## config.mk

```make
export PLATFORM = sky130hd
export DESIGN_NAME = vwht_ctrl
export DESIGN_NICKNAME = d
export VERILOG_FILES = /design/src/design/vwht_pkg.sv /design/src/design/vwht_ctrl.sv
export SDC_FILE = /design/constraint.sdc
export NUM_CORES = 1
export LEC_CHECK = 0
export BUFFER_PORTS_ARGS = -buffer_cell sky130_fd_sc_hd__clkbuf_2
export CORE_AREA = 3 3 40 42
export CTS_BUF_LIST = sky130_fd_sc_hd__clkbuf_16
export DETAILED_ROUTE_END_ITERATION = 6
export DIE_AREA = 0 0 43 45
export GPL_ROUTABILITY_DRIVEN = 0
export GPL_TIMING_DRIVEN = 0
export PLACE_DENSITY = 0.61
export RECOVER_POWER = 25
export REMOVE_ABC_BUFFERS = 1
export SLEW_MARGIN = 40
export SYNTH_ARGS = -nofsm -noshare
export SYNTH_HDL_FRONTEND = slang
export SYNTH_SLANG_ARGS = --single-unit
```

## constraint.sdc

```tcl
create_clock -name aclk -period 1.6 [get_ports aclk]
set_input_delay 0.24 -clock aclk [delete_from_list [all_inputs] [get_ports aclk]]
set_output_delay 0.24 -clock aclk [all_outputs]
set_load 0.03 [all_outputs]
```

## src/design/vwht_pkg.sv

```systemverilog
package vwht_pkg;
    localparam int unsigned TableEntries = 1024;
    localparam int unsigned IndexBits    = 20;
    localparam logic [31:0] HashMix  = 32'h045d9f3b;
    localparam logic [31:0] HashMul  = 32'd1000003;
    localparam logic [31:0] HashSeed = 32'h00345678;
    localparam logic [31:0] HashTail = 32'd6;
    localparam logic [31:0] HashAll  = 32'hFFFFFFFF;
    localparam logic [31:0] HashSub  = 32'hFFFFFFFE;
    localparam logic        KindLookup = 1'b0;
    localparam logic        KindClear  = 1'b1;

    typedef enum logic [3:0] {
        ST_IDLE, ST_CLEAR, ST_HASH, ST_READ, ST_WAIT, ST_CHECK, ST_OUT
    } vwht_state_t;

    typedef struct packed {
        logic load;
        logic hash_start;
        logic clr_start;
        logic clr_step;
        logic rd;
        logic probe_next;
        logic do_insert;
        logic set_dup;
        logic set_full;
        logic set_clear;
    } vwht_cmd_t;

    typedef struct packed {
        logic hash_done;
        logic clr_last;
        logic slot_empty;
        logic key_match;
        logic probe_last;
        logic is_clear;
    } vwht_stat_t;
endpackage

```

## src/design/vwht_ctrl.sv

```systemverilog
module vwht_ctrl
    import vwht_pkg::*;
(
    input  logic       aclk,
    input  logic       aresetn,
    input  logic       in_valid,
    output logic       in_ready,
    output logic       out_valid,
    input  logic       out_ready,
    input  vwht_stat_t stat,
    output vwht_cmd_t  cmd
);
    vwht_state_t state_reg, state_next;

    always_ff @(posedge aclk) begin
        if (!aresetn) begin
            state_reg <= ST_CLEAR;
        end else begin
            state_reg <= state_next;
        end
    end

    always_comb begin
        state_next = state_reg;
        cmd        = '0;
        in_ready   = 1'b0;
        out_valid  = 1'b0;
        case (state_reg)
            ST_IDLE: begin
                in_ready = 1'b1;
                if (in_valid) begin
                    cmd.load   = 1'b1;
                    state_next = ST_HASH;
                end
            end
            ST_HASH: begin
                if (stat.is_clear) begin
                    cmd.clr_start = 1'b1;
                    cmd.set_clear = 1'b1;
                    state_next    = ST_CLEAR;
                end else begin
                    cmd.hash_start = 1'b1;
                    state_next     = ST_WAIT;
                end
            end
            ST_WAIT: begin
                if (stat.hash_done) begin
                    state_next = ST_READ;
                end
            end
            ST_READ: begin
                state_next = ST_CHECK;
            end
            ST_CHECK: begin
                if (stat.slot_empty) begin
                    cmd.do_insert = 1'b1;
                    state_next    = ST_OUT;
                end else if (stat.key_match) begin
                    cmd.set_dup = 1'b1;
                    state_next  = ST_OUT;
                end else if (stat.probe_last) begin
                    cmd.set_full = 1'b1;
                    state_next   = ST_OUT;
                end else begin
                    cmd.probe_next = 1'b1;
                    state_next     = ST_READ;
                end
            end
            ST_CLEAR: begin
                cmd.clr_step = 1'b1;
                if (stat.clr_last) begin
                    state_next = stat.is_clear ? ST_OUT : ST_IDLE;
                end
            end
            ST_OUT: begin
                out_valid = 1'b1;
                if (out_ready) begin
                    state_next = ST_IDLE;
                end
            end
            default: state_next = ST_IDLE;
        endcase
    end
endmodule

```

==> out/qor.txt, run 1 <==
Die X -> 43 um
max_cap viols -> 0
Crit path largest cell delay -> 370 ps
crit path capture type -> output pin
VDD IR-drop max -> 0.7133 mV
Root Driver -> clkbuf_16
Final Skew -> 0.5880 ps
Psw -> 0.4590 mW
Total Nets Final -> 75
remaining antenna violation count -> 0
Synth cell types -> 28
CP Cell Sequence -> nand3b_1 -> nor4b_2 -> buf_4
Yosys top cell area share -> 18.25%
first-pass GRT wire length -> 1435 um
Post-Place Cell Area -> 411.6 um2
fin area -> 526.8 um2
DR vias -> 385
io pins -> 22
pin count of the biggest net entering global routing -> 13
chip height -> 45 um
most frequent cells after synthesis -> 4 x inv_1, 3 x dfxtp_1, 3 x nor2_1, 3 x nor3_1, 3 x o21ai_0
worst hold slack -> 239.5 ps
data required time of the worst path -> 1360 ps
layout cells sized above 1 -> 46.88%
Max Root-Sink Buffers -> 2
H-tree levels -> 1
Tmin final -> 1551 ps
cts hold-fix bufs -> 0
clock latency on the worst-skew pair -> 220 ps
max reg flops -> 3
final core occ -> 40.99%
final worst slack -> 49.44 ps
CTS Buf Count -> 3
CTS sink count -> 3
CTS tree -> built
status -> finished clean
Mean Syn Cell Area -> 7.479 um2
Syn Inst Count -> 44
initial core utilization -> 25.61%
routed len/inst -> 11.20 um
number of synthesized flops with an enable pin -> 0
CP top delay family -> simple AND/OR/NAND/NOR gates
Int Power -> 0.6423 mW
CP startpoint kind -> flip-flop
Pre-antenna DRT Iters -> 3
row count -> 13
Tcrit/Tclk final -> 96.91%
Min-Delay Path Class -> in -> reg
sequential element share of the synthesized area -> 18.25%
WL final -> 885 um
Static Leak -> 0.2408 nW
endpoints failing setup -> 0
Slew Limit Fails -> 0
maximum clock frequency -> 644.9 MHz
Crit Path Class -> reg -> out
Sw Ratio -> 41.68%
detailed placement HPWL -> 623.4 um
pwr dens -> 2091 nW/um2
Worst-path clk slew -> 30 ps
Combinational Power Share -> 43.3%
flop-to-flop setup slack -> 170 ps
final setup TNS -> 0 ps
Post-Syn Area -> 329.1 um2
clock share of power -> 35.8%
Yosys reg bits -> 3
overall routing resource usage -> 9.726%
post-place setup slack -> 59.00 ps
Async S/R FF share, synth -> 0%
count leader, synth -> inv_1
initial antenna violation count -> 0
Seq pwr share -> 20.9%
Synth area leaders -> dfxtp_1 18%, nor4b_1 5.3%, nor3_1 4.6%
peak fanout along the critical path -> 11
Synth area leader -> dfxtp_1
RSZ-0062 raised after global routing -> true
total gr overflow -> 0
Syn-to-layout area delta -> 60.08%
n_diodes -> 0
via/cell ratio -> 4.873
DRC Markers -> 0
IO Port Bufs -> 20
YS warnings -> 0
core box area -> 1285 um2
highest-delay cell along the critical path -> dfxtp_4
Worst Path Buf+Inv -> 1
top_reg_cell synth -> dfxtp_1
initial DRC count -> 7
Final Hold Vio Count -> 0
die area -> 1935 um2
vias in the first global route -> 365
Data arrival, critical path -> 1310 ps
-- worst paths after layout --
kind,from,endpoint,cells after the start
setup reg to reg,state_reg[2]$_SDFFE_PN0P_,state_reg[0]$_SDFFE_PN1P_,4
setup / recovery,state_reg[1]$_SDFFE_PN0P_,cmd[1],3
hold reg to reg,state_reg[2]$_SDFFE_PN0P_,state_reg[1]$_SDFFE_PN0P_,2
hold / removal,aresetn,state_reg[0]$_SDFFE_PN1P_,2
-- routing by layer --
metal / share of wire [%] / global-route usage (%)
met5: 0 / 0
met4: 0 / 3.614
met3: 11 / 3.187
met2: 43 / 15.57
met1: 46 / 12.23
-- repair_timing --
| action | in CTS | in global routing |
|---|---|---|
| buffers inserted | 1 | 0 |
| resized for setup | 8 | 7 |
| endpoints found under the setup margin | 7 | 5 |
| hold endpoints to repair | 0 | 0 |
| pin swaps | 0 | 0 |
-- power groups by stage --
stage                     sequential [mW]  clock [mW]  combinational [mW]
after CTS                           0.220       0.396               0.483
after detailed placement            0.203           0               0.460
after floorplan                     0.179           0               0.362
after global placement              0.206           0               0.455
after global routing                0.240       0.410               0.533
final                               0.230       0.394               0.477
-- cell type report --
| cell class | count | area, um2 |
|---|---|---|
| flip-flops and latches | 3 | 71.32 |
| inverters | 4 | 15.01 |
| well taps | 15 | 18.77 |
| clock inverters | 1 | 3.754 |
| repair buffers | 21 | 112.6 |
| fillers | 131 | 758.2 |
| clock buffers | 3 | 75.07 |
| multi-input cells | 32 | 230.2 |
-- kinds of logic (layout without fill, tap and decap cells) --
group | after synthesis | after routing | synth area share [%]
AOI/OAI and AO/OA | 10 | 10 | 21.29
and+or+nand+nor | 20 | 20 | 40.69
DFF | 3 | 3 | 18.25
other | 1 | 1 | 1.140
muxes | 1 | 1 | 3.042
buffers and inverters | 9 | 29 | 15.59
-- metrics by stage --
stage          power (mW)  instances
5_1_grt             1.183         79
2_1_floorplan      0.5406         39
3_5_place_dp       0.6631         74
3_3_place_gp       0.6608         74
6_report            1.101         79
4_1_cts             1.099         79
-- cell usage in the layout, fill, tap and decap left out, types with 2 or more instances in the layout --
| cell | n |
|---|---|
| clkbuf_2 | 14 |
| inv_1 | 5 |
| buf_4 | 4 |
| nor3_1 | 3 |
| nor2_1 | 3 |
| o21ai_0 | 3 |
| clkbuf_16 | 3 |
| dfxtp_4 | 3 |
| nor4b_2 | 2 |
| nor3b_1 | 2 |
| o22ai_1 | 2 |
| clkbuf_1 | 2 |
No activity file was read; power rests on OpenSTA's default activity.
==> run 2, diff against run 1 <==
--- a/config.mk
+++ b/config.mk
@@ -11,7 +11,6 @@
 export DETAILED_ROUTE_END_ITERATION = 6
 export DIE_AREA = 0 0 43 45
 export GPL_ROUTABILITY_DRIVEN = 0
-export GPL_TIMING_DRIVEN = 0
 export PLACE_DENSITY = 0.61
 export RECOVER_POWER = 25
 export REMOVE_ABC_BUFFERS = 1
==> constraint.sdc (replaced) <==
create_clock -name aclk -period 1.6 [get_ports aclk]
set_input_delay 0.32 -clock aclk [delete_from_list [all_inputs] [get_ports aclk]]
set_output_delay 0.32 -clock aclk [all_outputs]
set_load 0.03 [all_outputs]
==> run 2 against run 1 <==
Net effect: largest power group unchanged; the run now ends with setup timing left; critical path type unchanged; routed wire length up 13%; cell count up 3.8%; critical path depth unchanged; register-to-register slack worse by 30 ps; first-iteration DRC count down 57%; setup slack worse by 52 ps; global-route usage up 3.0 points; count of clock-buffer cells in the layout unchanged; total power up 5.8%; worst hold slack better by 64 ps; design area up 5.7%.
==> out/qor.txt, run 2 (synthesis results as in run 1) <==
vias in the first global route -> 386 (+5.8%)
IO Port Bufs -> 20 (unchanged)
data required time of the worst path -> 1280 ps (-80 ps)
worst hold slack -> 303.2 ps (+63.68 ps)
Final Skew -> 2.093 ps (+1.505 ps)
pwr dens -> 2093 nW/um2 (+0.10%)
die area -> 1935 um2 (unchanged)
initial antenna violation count -> 0 (unchanged)
Min-Delay Path Class -> in -> reg
final setup TNS -> -2.685 ps (-2.685 ps)
Root Driver -> clkbuf_16
cts hold-fix bufs -> 0 (unchanged)
max reg flops -> 3 (unchanged)
Final Hold Vio Count -> 0 (unchanged)
overall routing resource usage -> 12.73% (+3.0 points)
Syn-to-layout area delta -> 69.20%
crit path launch -> state_reg[1]$_SDFFE_PN0P_
failing checks -> setup timing
clock latency on the worst-skew pair -> 230 ps (about the same)
peak fanout along the critical path -> 7 (-4)
Worst-path clk slew -> 30 ps (about the same)
Crit Path Class -> reg -> out
chip height -> 45 um (unchanged)
io pins -> 22 (unchanged)
endpoints failing setup -> 1 (+1)
final core occ -> 43.33% (+2.3 points)
via/cell ratio -> 4.939 (+1.3%)
Seq pwr share -> 18.2% (-2.7 points)
Sw Ratio -> 40.85% (-0.83 points)
n_diodes -> 0 (unchanged)
H-tree levels -> 1 (unchanged)
DR vias -> 405 (+5.2%)
Tmin final -> 1603 ps (+52.13 ps)
Die X -> 43 um (unchanged)
final worst slack -> -2.685 ps (-52.13 ps)
worst flop-to-flop path startpoint -> state_reg[1]$_SDFFE_PN0P_
Fillers -> 138 (+5.3%)
WL final -> 1004 um (+13%)
pin count of the biggest net entering global routing -> 12 (-1)
DRC Markers -> 0 (unchanged)
CTS tree -> built
maximum clock frequency -> 624.0 MHz (-3.3%)
Hold Crit Start -> aresetn
core box area -> 1285 um2 (unchanged)
grt met1 use -> 14.90% (+2.7 points)
flop-to-flop setup slack -> 140 ps (-30 ps)
clock share of power -> 33.8% (-2.0 points)
initial core utilization -> 25.61% (unchanged)
routed len/inst -> 12.24 um (+9.3%)
CTS sink count -> 3 (unchanged)
Data arrival, critical path -> 1280 ps (-30 ps)
total gr overflow -> 0 (unchanged)
Psw -> 0.4760 mW (+3.7%)
Slew Limit Fails -> 0 (unchanged)
row count -> 13 (unchanged)
first-pass GRT wire length -> 1690 um (+18%)
Tcrit/Tclk final -> 100.2% (+3.3 points)
Total Nets Final -> 78 (+4.0%)
crit path to -> cmd[2]
CTS Buf Count -> 3 (unchanged)
most frequent cells in the layout -> 14 x clkbuf_2, 8 x buf_4, 5 x inv_1
remaining antenna violation count -> 0 (unchanged)
status -> finished, violations left
CP startpoint kind -> flip-flop
VDD IR-drop max -> 0.7955 mV (+12%)
Power, Total -> 1.165 mW (+5.8%)
Pre-antenna DRT Iters -> 2 (-1)
Max Root-Sink Buffers -> 2 (unchanged)
layout cells sized above 1 -> 52.24% (+5.4 points)
max_cap viols -> 0 (unchanged)
initial DRC count -> 3 (-4)
Int Power -> 0.6892 mW (+7.3%)
Worst Reg2Reg Path Length in Cells -> 5 (+1)
GR Util met3 -> 3.984% (+0.80 points)
reg2reg end -> state_reg[2]$_SDFFE_PN0P_
RSZ-0062 raised after global routing -> true
most common cell after layout, fill and taps aside -> clkbuf_2
Sequential Area -> 68.82 um2 (-3.5%)
Static Leak -> 0.2619 nW (+8.7%)
crit path capture type -> output pin
Combinational Power Share -> 48.0% (+4.7 points)
busiest grt layer -> met2
post-place setup slack -> 14.16 ps (-44.84 ps)
met2 usage -> 17.07% (+1.5 points)
area of the multi-input gates -> 230.2 um2 (unchanged)
detailed placement HPWL -> 676.6 um (+8.5%)
## run 2: worst min-delay path by stage
stage	slack (ps)	cells after the start	end
2_1_floorplan	420	1	state_reg[0]$_SDFFE_PN1P_
3_3_place_gp	530	2	state_reg[0]$_SDFFE_PN1P_
3_5_place_dp	530	2	state_reg[0]$_SDFFE_PN1P_
4_1_cts	300	2	state_reg[0]$_SDFFE_PN1P_
5_1_grt	320	2	state_reg[0]$_SDFFE_PN1P_
6_report	300	2	state_reg[0]$_SDFFE_PN1P_
## run 2: power groups by stage
stage	Sequential (mW)	Clock [mW]	Combinational, mW
3_3_place_gp	0.186	0	0.510
4_1_cts	0.210	0.399	0.559
6_report	0.212	0.394	0.559
3_5_place_dp	0.188	0	0.514
2_1_floorplan	0.179	0	0.362
5_1_grt	0.223	0.414	0.615
## run 2: repair_timing
item / CTS / global route
setup buffers: 2 / 0
gates cloned: 0 / 0
endpoints found under the setup margin: 9 / 8
pin swaps: 1 / 0
gates resized for setup: 12 / 5
## run 2: worst max-delay path, cell delays in order (launching register included)
cell and delay (ps):
dfxtp_2 340, nand3b_1 260, nor3b_1 230, clkbuf_4 220
## run 2: through the flow
stage                     instance area (um2)  std cells
after detailed placement                426.7         76
after floorplan                         292.8         39
after global routing                    556.8         82
after global placement                  426.7         76
after CTS                               554.3         82
final                                   556.8         82
## run 2: routing by layer
| metal | vias to the layer above | wire length, um |
|---|---|---|
| met5 | - | 0 |
| met4 | 0 | 53 |
| met3 | 4 | 97 |
| met2 | 24 | 410 |
| met1 | 174 | 442 |
| li1 | 203 | - |
## run 2: layout make-up
type,count,area share (%)
Inverter,4,2.697
Tap cell,15,3.371
Sequential cell,3,12.36
Timing Repair Buffer,24,26.07
Clock inverter,1,0.6742
Clock buffer,3,13.48
Multi-Input combinational cell,32,41.35
==> run 3, diff against run 2 <==
--- a/config.mk
+++ b/config.mk
@@ -11,7 +11,6 @@
 export DETAILED_ROUTE_END_ITERATION = 6
 export DIE_AREA = 0 0 43 45
 export GPL_ROUTABILITY_DRIVEN = 0
-export PLACE_DENSITY = 0.61
 export RECOVER_POWER = 25
 export REMOVE_ABC_BUFFERS = 1
 export SLEW_MARGIN = 40
==> run 3 against run 2 <==
Net effect: critical path type unchanged; the flow now finishes without violations; setup slack gained 31 ps; largest cell class unchanged; count of clock-buffer cells in the layout unchanged; sequential share of layout area grew 0.056 points; combinational power fell by 0.7%.
==> out/qor.txt, run 3 (synthesis results as in run 1) <==
H-tree levels -> 1 (unchanged)
n_diodes -> 0 (unchanged)
peak fanout along the critical path -> 5 (-2)
Pre-antenna DRT Iters -> 4 (+2)
DR vias -> 400 (-1.2%)
first-pass GRT wire length -> 1545 um (-8.6%)
remaining antenna violation count -> 0 (unchanged)
CTS Buf Count -> 3 (unchanged)
DRC Markers -> 0 (unchanged)
Max Root-Sink Buffers -> 2 (unchanged)
CTS sink count -> 3 (unchanged)
Die X -> 43 um (unchanged)
initial core utilization -> 25.61% (unchanged)
final core occ -> 43.14% (-0.19 points)
WL final -> 928 um (-7.6%)
RSZ-0062 raised after global routing -> true
pwr dens -> 2090 nW/um2 (-0.12%)
Final Hold Vio Count -> 0 (unchanged)
Int Power -> 0.6832 mW (-0.87%)
endpoints failing setup -> 0 (-1)
Total Nets Final -> 77 (-1.3%)
Syn-to-layout area delta -> 68.44%
Final Skew -> 3.543 ps (+1.450 ps)
flop-to-flop setup slack -> 160 ps (+20 ps)
CTS tree -> built
IO Port Bufs -> 20 (unchanged)
clock share of power -> 34.1% (+0.3 points)
data required time of the worst path -> 1280 ps (about the same)
most common cell after layout, fill and taps aside -> clkbuf_2
pin count of the biggest net entering global routing -> 12 (unchanged)
core box area -> 1285 um2 (unchanged)
VDD IR-drop max -> 0.6129 mV (-23%)
max reg flops -> 3 (unchanged)
initial DRC count -> 9 (+6)
chip height -> 45 um (unchanged)
routed len/inst -> 11.46 um (-6.4%)
Tmin final -> 1572 ps (-30.75 ps)
crit path capture type -> output pin
layout cells sized above 1 -> 54.55% (+2.3 points)
via/cell ratio -> 4.938 (about the same)
cts hold-fix bufs -> 0 (unchanged)
initial antenna violation count -> 0 (unchanged)
Power, Total -> 1.159 mW (-0.57%)
detailed placement HPWL -> 720.2 um (+6.4%)
Data arrival, critical path -> 1250 ps (-30 ps)
io pins -> 22 (unchanged)
Psw -> 0.4754 mW (-0.14%)
clock latency on the worst-skew pair -> 230 ps (about the same)
Worst-path clk slew -> 30 ps (about the same)
Sw Ratio -> 41.03% (+0.18 points)
final setup TNS -> 0 ps (+2.685 ps)
Root Driver -> clkbuf_16
Static Leak -> 0.2592 nW (-1.0%)
max_cap viols -> 0 (unchanged)
Combinational Power Share -> 47.9% (about the same)
Seq pwr share -> 18.0% (-0.2 points)
overall routing resource usage -> 10.89% (-1.8 points)
maximum clock frequency -> 636.2 MHz (+2.0%)
row count -> 13 (unchanged)
total gr overflow -> 0 (unchanged)
CP startpoint kind -> flip-flop
Setup Buffers After CTS -> 0 (-2)
Tcrit/Tclk final -> 98.25% (-1.9 points)
die area -> 1935 um2 (unchanged)
Crit Path Class -> reg -> out
Slew Limit Fails -> 0 (unchanged)
worst hold slack -> 302.4 ps (-0.8010 ps)
status -> finished clean
Min-Delay Path Class -> in -> reg
vias in the first global route -> 344 (-11%)
most frequent cells in the layout -> 14 x clkbuf_2, 7 x buf_4, 4 x inv_1
[run 3: changes by cell type in the layout (fill, tap and decap cells not counted), sizes merged]
cell,before,now
buf,8,7
[run 3: area by class of cell]
cell class | count | area [um2]
Fill cell | 136 | 730.7
Multi-Input combinational cell | 32 | 235.2
Timing Repair Buffer | 23 | 137.6
Clock buffer | 3 | 75.07
Sequential cell | 3 | 68.82
Tap cell | 15 | 18.77
Inverter | 4 | 15.01
Clock inverter | 1 | 3.754
[run 3: routing by layer]
layer  GRT usage, %  routed length [um]  vias up
met2          13.47                 352       28
met4          9.036                  25        0
li1               -                   -      201
met5              0                   0        -
met1          15.59                 428      168
met3          2.390                 122        3
[run 3: power by group through the flow]
stage / sequential, mW / clock [mW] / combinational [mW]
after floorplan: 0.179 / 0 / 0.362
after global placement: 0.178 / 0 / 0.538
after detailed placement: 0.181 / 0 / 0.537
after CTS: 0.192 / 0.399 / 0.548
after global routing: 0.220 / 0.410 / 0.612
final: 0.209 / 0.395 / 0.555
[run 3: what timing repair did]
action / 4_1_cts / 5_1_grt
endpoints found under the setup margin: 7 / 8
pin swaps: 1 / 1
gates resized for setup: 8 / 12
[run 3: critical path, cell delays in order (launching register included)]
cell and delay, ps:
dfxtp_2 330, nand3b_1 250, nor4b_2 250, buf_4 200
[run 3: final timing paths]
kind / start / to / cells past startpoint
worst max register to register: state_reg[1]$_SDFFE_PN0P_ / state_reg[2]$_SDFFE_PN0P_ / 5
worst max-delay path: state_reg[1]$_SDFFE_PN0P_ / cmd[1] / 3
worst min-delay path: aresetn / state_reg[0]$_SDFFE_PN1P_ / 2
worst min register to register: state_reg[1]$_SDFFE_PN0P_ / state_reg[1]$_SDFFE_PN0P_ / 2
[run 3: per-stage QoR]
step	setup slack, ps	instance area (um2)	cells
after CTS	-44.47	530.5	81
after global placement	97.56	434.2	77
after global routing	-97.70	554.3	81
after detailed placement	71.70	434.2	77
after floorplan	-1236	292.8	39
final	28.06	554.3	81
